--- config.mk ---
export PLATFORM = sky130hd
export DESIGN_NAME = coit_ctrl
export DESIGN_NICKNAME = d
export VERILOG_FILES = /design/src/rtl/coit_pkg.sv /design/src/rtl/coit_ctrl.sv
export SDC_FILE = /design/constraint.sdc
export NUM_CORES = 1
export LEC_CHECK = 0
export ABC_AREA = 1
export BUFFER_PORTS_ARGS = -buffer_cell sky130_fd_sc_hd__buf_2
export CAP_MARGIN = 20
export CORE_AREA = 5 5 42 44
export CTS_CLUSTER_SIZE = 25
export DETAILED_ROUTE_END_ITERATION = 8
export DIE_AREA = 0 0 47 49
export PLACE_DENSITY = 0.51
export SYNTH_ARGS = -nofsm -noshare
export SYNTH_HDL_FRONTEND = slang
export SYNTH_SLANG_ARGS = --single-unit
--- constraint.sdc ---
create_clock -name aclk -period 3.05 [get_ports aclk]
set_input_delay 0.305 -clock aclk [delete_from_list [all_inputs] [get_ports aclk]]
set_output_delay 0.305 -clock aclk [all_outputs]
set_load 0.05 [all_outputs]
--- src/rtl/coit_pkg.sv ---
// shared types, codes and defaults for the chunk offset index table
package coit_pkg;

    localparam int DEF_TABLE_DEPTH = 1024;
    localparam int DEF_OFFSET_BITS = 48;
    localparam int HASH_W          = 64;

    typedef enum logic [1:0] {
        CMD_CLEAR  = 2'd0,
        CMD_APPEND = 2'd1,
        CMD_QUERY  = 2'd2,
        CMD_GET    = 2'd3
    } cmd_t;

    typedef enum logic [2:0] {
        ST_OK        = 3'd0,
        ST_RANGE     = 3'd1,
        ST_FULL      = 3'd2,
        ST_BAD_INDEX = 3'd3,
        ST_OVERFLOW  = 3'd4
    } status_t;

    typedef enum logic [2:0] {
        S_IDLE,
        S_EXEC,
        S_SEARCH,
        S_COMPARE,
        S_FETCH_RD,
        S_FETCH,
        S_FINISH
    } state_t;

    // controller to datapath
    typedef struct packed {
        logic load_in;
        logic exec;
        logic step;
        logic addr_fetch;
        logic load_data;
        logic load_status;
    } ctrl_cmd_t;

    // datapath to controller
    typedef struct packed {
        logic go_search;
        logic go_fetch;
        logic search_done;
        logic out_free;
    } dp_status_t;

endpackage

--- src/rtl/coit_ctrl.sv ---
// command sequencer for the chunk offset index table
module coit_ctrl import coit_pkg::*; (
    input  logic       aclk,
    input  logic       aresetn,
    input  logic       s_valid,
    output logic       s_ready,
    input  dp_status_t dp_status,
    output ctrl_cmd_t  ctrl_cmd
);

    state_t state_reg;
    state_t state_next;

    always_ff @(posedge aclk) begin
        if (!aresetn) begin
            state_reg <= S_IDLE;
        end else begin
            state_reg <= state_next;
        end
    end

    always_comb begin
        state_next = state_reg;
        unique case (state_reg)
            S_IDLE: begin
                if (s_valid) state_next = S_EXEC;
            end
            S_EXEC: begin
                if (dp_status.go_search) begin
                    state_next = S_SEARCH;
                end else if (dp_status.go_fetch) begin
                    state_next = S_FETCH_RD;
                end else begin
                    state_next = S_FINISH;
                end
            end
            S_SEARCH: begin
                state_next = dp_status.search_done ? S_FETCH_RD : S_COMPARE;
            end
            S_COMPARE: begin
                state_next = S_SEARCH;
            end
            S_FETCH_RD: begin
                state_next = S_FETCH;
            end
            S_FETCH: begin
                if (dp_status.out_free) state_next = S_IDLE;
            end
            S_FINISH: begin
                if (dp_status.out_free) state_next = S_IDLE;
            end
            default: state_next = S_IDLE;
        endcase
    end

    always_comb begin
        ctrl_cmd = '0;
        s_ready  = 1'b0;
        unique case (state_reg)
            S_IDLE: begin
                s_ready          = 1'b1;
                ctrl_cmd.load_in = s_valid;
            end
            S_EXEC:     ctrl_cmd.exec = 1'b1;
            S_SEARCH:   ;
            S_COMPARE:  ctrl_cmd.step = 1'b1;
            S_FETCH_RD: ctrl_cmd.addr_fetch = 1'b1;
            S_FETCH: begin
                ctrl_cmd.addr_fetch = 1'b1;
                ctrl_cmd.load_data  = dp_status.out_free;
            end
            S_FINISH:   ctrl_cmd.load_status = dp_status.out_free;
            default:    ;
        endcase
    end

endmodule

==> metrics <==
status completed; Critical Path Source Type register; worst vdd ir 0.266 mV; Post-CTS Setup Inserts 0; vias per cell 4.10; worst hold path class in2reg; RD Place Congestion approximately 0.67; n_diodes 0; die width ~47 um; final hold vios 0; R2R Setup Slk 1.89 ns; core region area between 0.001 and 0.0015 mm^2; worst path arrival time around 1.3 ns; crit path time final around 1.6 ns; top fanout value on the critical path 8; power per standard cell area roughly 720 mW/mm^2; Fin Hold WS 0.300 ns; via count 332; HPWL after DPL roughly 570 um; Flop pwr share a little under a quarter; Period Utilization, post-route a little over half; Slew HR around 73%; Filler Cell Count 181; CTS buffer count 3; Syn Inst Count 50; TritonCTS Sinks 3; worst r2r src state_reg[1]; Total GRT Usage 6.47%; initial antenna violation count 0; grt ovf 0; worst slack at placement 1.67 ns; die height between 40 and 50 um; Routed WL per cell about 8.6 um; setup tns final 0 ns; Max Root-Sink Buffers 2; Initial Util around a fifth; layout cells sized above 1 between 30% and 40%; CP max-delay cell dfxtp_1; MaxCap Viol Count 0; Sw Share about half; first-pass GRT wire length approximately 1100 um; I/O Pins 14; post-synthesis sequential area ratio approximately a fifth; Pins Over Slew Limit 0; Hold Path Stages 3; Pleak approximately 0.23 nW; Worst Path Required ~2.7 ns; PnR worst setup slack between 1 and 1.5 ns; Port Buffers 13; combinational power share 51.4%; power share of the clock group approximately a quarter; DIE AREA about 0.0023 mm^2; Setup Skew about 0.00046 ns; number of global-route vias before repair between 200 and 300; H-tree levels 1; initial DRC count 10; Synth Area per Inst ~6 um^2; Hold Startpoint aresetn; Final ANT Viol Nets 0; synthesized net count 57; CTS tree yes; NetSw approximately 0.14 mW; Clock Pin Slew Worst Setup and Hold Paths ~0.040 ns; Crit Path Class reg2out; hold_buf cts 0; crit-path cells nand3_1 -> nor2_1 -> buf_2; FF-to-FF End state_reg[2]; Reg2Reg Depth 7; fin util between 20 and 30%; flops & latches, synth 3; area grow syn2layout 30.1%; largest net degree at the start of global routing 9; Synth Warn # 0; crit end category output port; fmax ~600 MHz; Pwr Total approximately 0.28 mW; Final setup viols 0; Critical Path Max Stage Delay approximately 0.55 ns; PostCTS Resize Cnt 0; Detailed Route WL between 600 and 700 um; NumNets Final 73; CTS root buf clkbuf_4; P_int about 0.13 mW; drt first pass iters 4; worst-margin pin slew approximately 0.40 ns; row count 14; RSZ-0062 raised after global routing false; DR DRC count 0; number of distinct library cells after synthesis 14; Clk Latency, worst-skew pair about 0.24 ns; Hold EP state_reg[2]; Syn Std Cell Area 295 um^2; Largest register FFs 3
==> per-stage QoR <==
stage               area, um^2  instances
finish                     384         81
detailed placement         358         77
global placement           358         77
global route               384         81
CTS                        384         81
floorplan                  295         50
==> critical path: cells and delay by family, from the launching register on <==
kind	cells	cell delay [ns]
simple gates	2	0.26
buf+inv	1	0.26
flops	1	0.55
==> how the worst max path moves through the flow <==
stage	depth (start not counted)	slack (ns)	startpoint	end
global route	3	1.36	state_reg[2]	ctrl_cmd[1]
CTS	3	1.41	state_reg[2]	ctrl_cmd[1]
finish	3	1.43	state_reg[2]	ctrl_cmd[1]
floorplan	4	1.46	state_reg[1]	ctrl_cmd[5]
global placement	3	1.70	state_reg[2]	ctrl_cmd[1]
detailed placement	3	1.67	state_reg[2]	ctrl_cmd[1]
==> power by group through the flow <==
stage	logic [mW]	registers [mW]	clock network [mW]
global route	0.157	0.0660	0.0775
finish	0.143	0.0640	0.0712
CTS	0.145	0.0639	0.0750
detailed placement	0.144	0.0648	0
global placement	0.144	0.0647	0
floorplan	0.134	0.0524	0
==> synthesized netlist by cell type <==
| master | number | area, um^2 |
|---|---|---|
| inv_1 | 6 | 22.5 |
| o21ai_0 | 1 | 5.00 |
| a21oi_1 | 2 | 10.0 |
| nand3_1 | 5 | 25.0 |
| nand2_1 | 11 | 41.3 |
| nand2_2 | 1 | 6.26 |
| nor2_1 | 10 | 37.5 |
| nand3_2 | 1 | 10.0 |
| nand4_1 | 2 | 12.5 |
| nor2_4 | 1 | 11.3 |
| inv_2 | 4 | 15.0 |
| dfxtp_1 | 3 | 60.1 |
| buf_6 | 2 | 22.5 |
| nor3_4 | 1 | 16.3 |
==> kinds of logic after synthesis <==
| group | synth area share (%) |
|---|---|
| simple gates | 54.2 |
| flops | 20.3 |
| buf+inv | 20.3 |
| compound gates | 5.08 |
==> cell type report <==
cell class	instances	area [um^2]	share of cell area [%]
inverters	10	37.5	9.77
well taps	16	20.0	5.21
multi-input cells	35	175	45.6
clock buffers	4	26.3	6.84
repair buffers	13	65.1	16.9
flip-flops and latches	3	60.1	15.6
==> per-layer routing <==
metal | vias to the layer above | track usage (%) | part of all wire (%) | routed length, um
met2 | 14 | 8.60 | 39 | 276
li1 | 185 | - | - | -
met3 | 2 | 1.11 | 10 | 73
met4 | 0 | 5.53 | 2.0 | 14
met5 | - | 0 | 0 | 0
met1 | 131 | 8.55 | 48 | 335
==> placed cells by master, fill, tap and decap left out <==
| master | n |
|---|---|
| inv_2 | 4 |
| dfxtp_1 | 3 |
| nand3_1 | 5 |
| buf_2 | 13 |
| o21ai_0 | 1 |
| nor3_4 | 1 |
| nand4_1 | 2 |
| nand2_2 | 1 |
| nor2_1 | 10 |
| clkbuf_1 | 1 |
| nand2_1 | 11 |
| inv_1 | 6 |
| clkbuf_4 | 3 |
| nand3_2 | 1 |
| a21oi_1 | 2 |
| nor2_4 | 1 |
(Power assumes the default switching activity.)
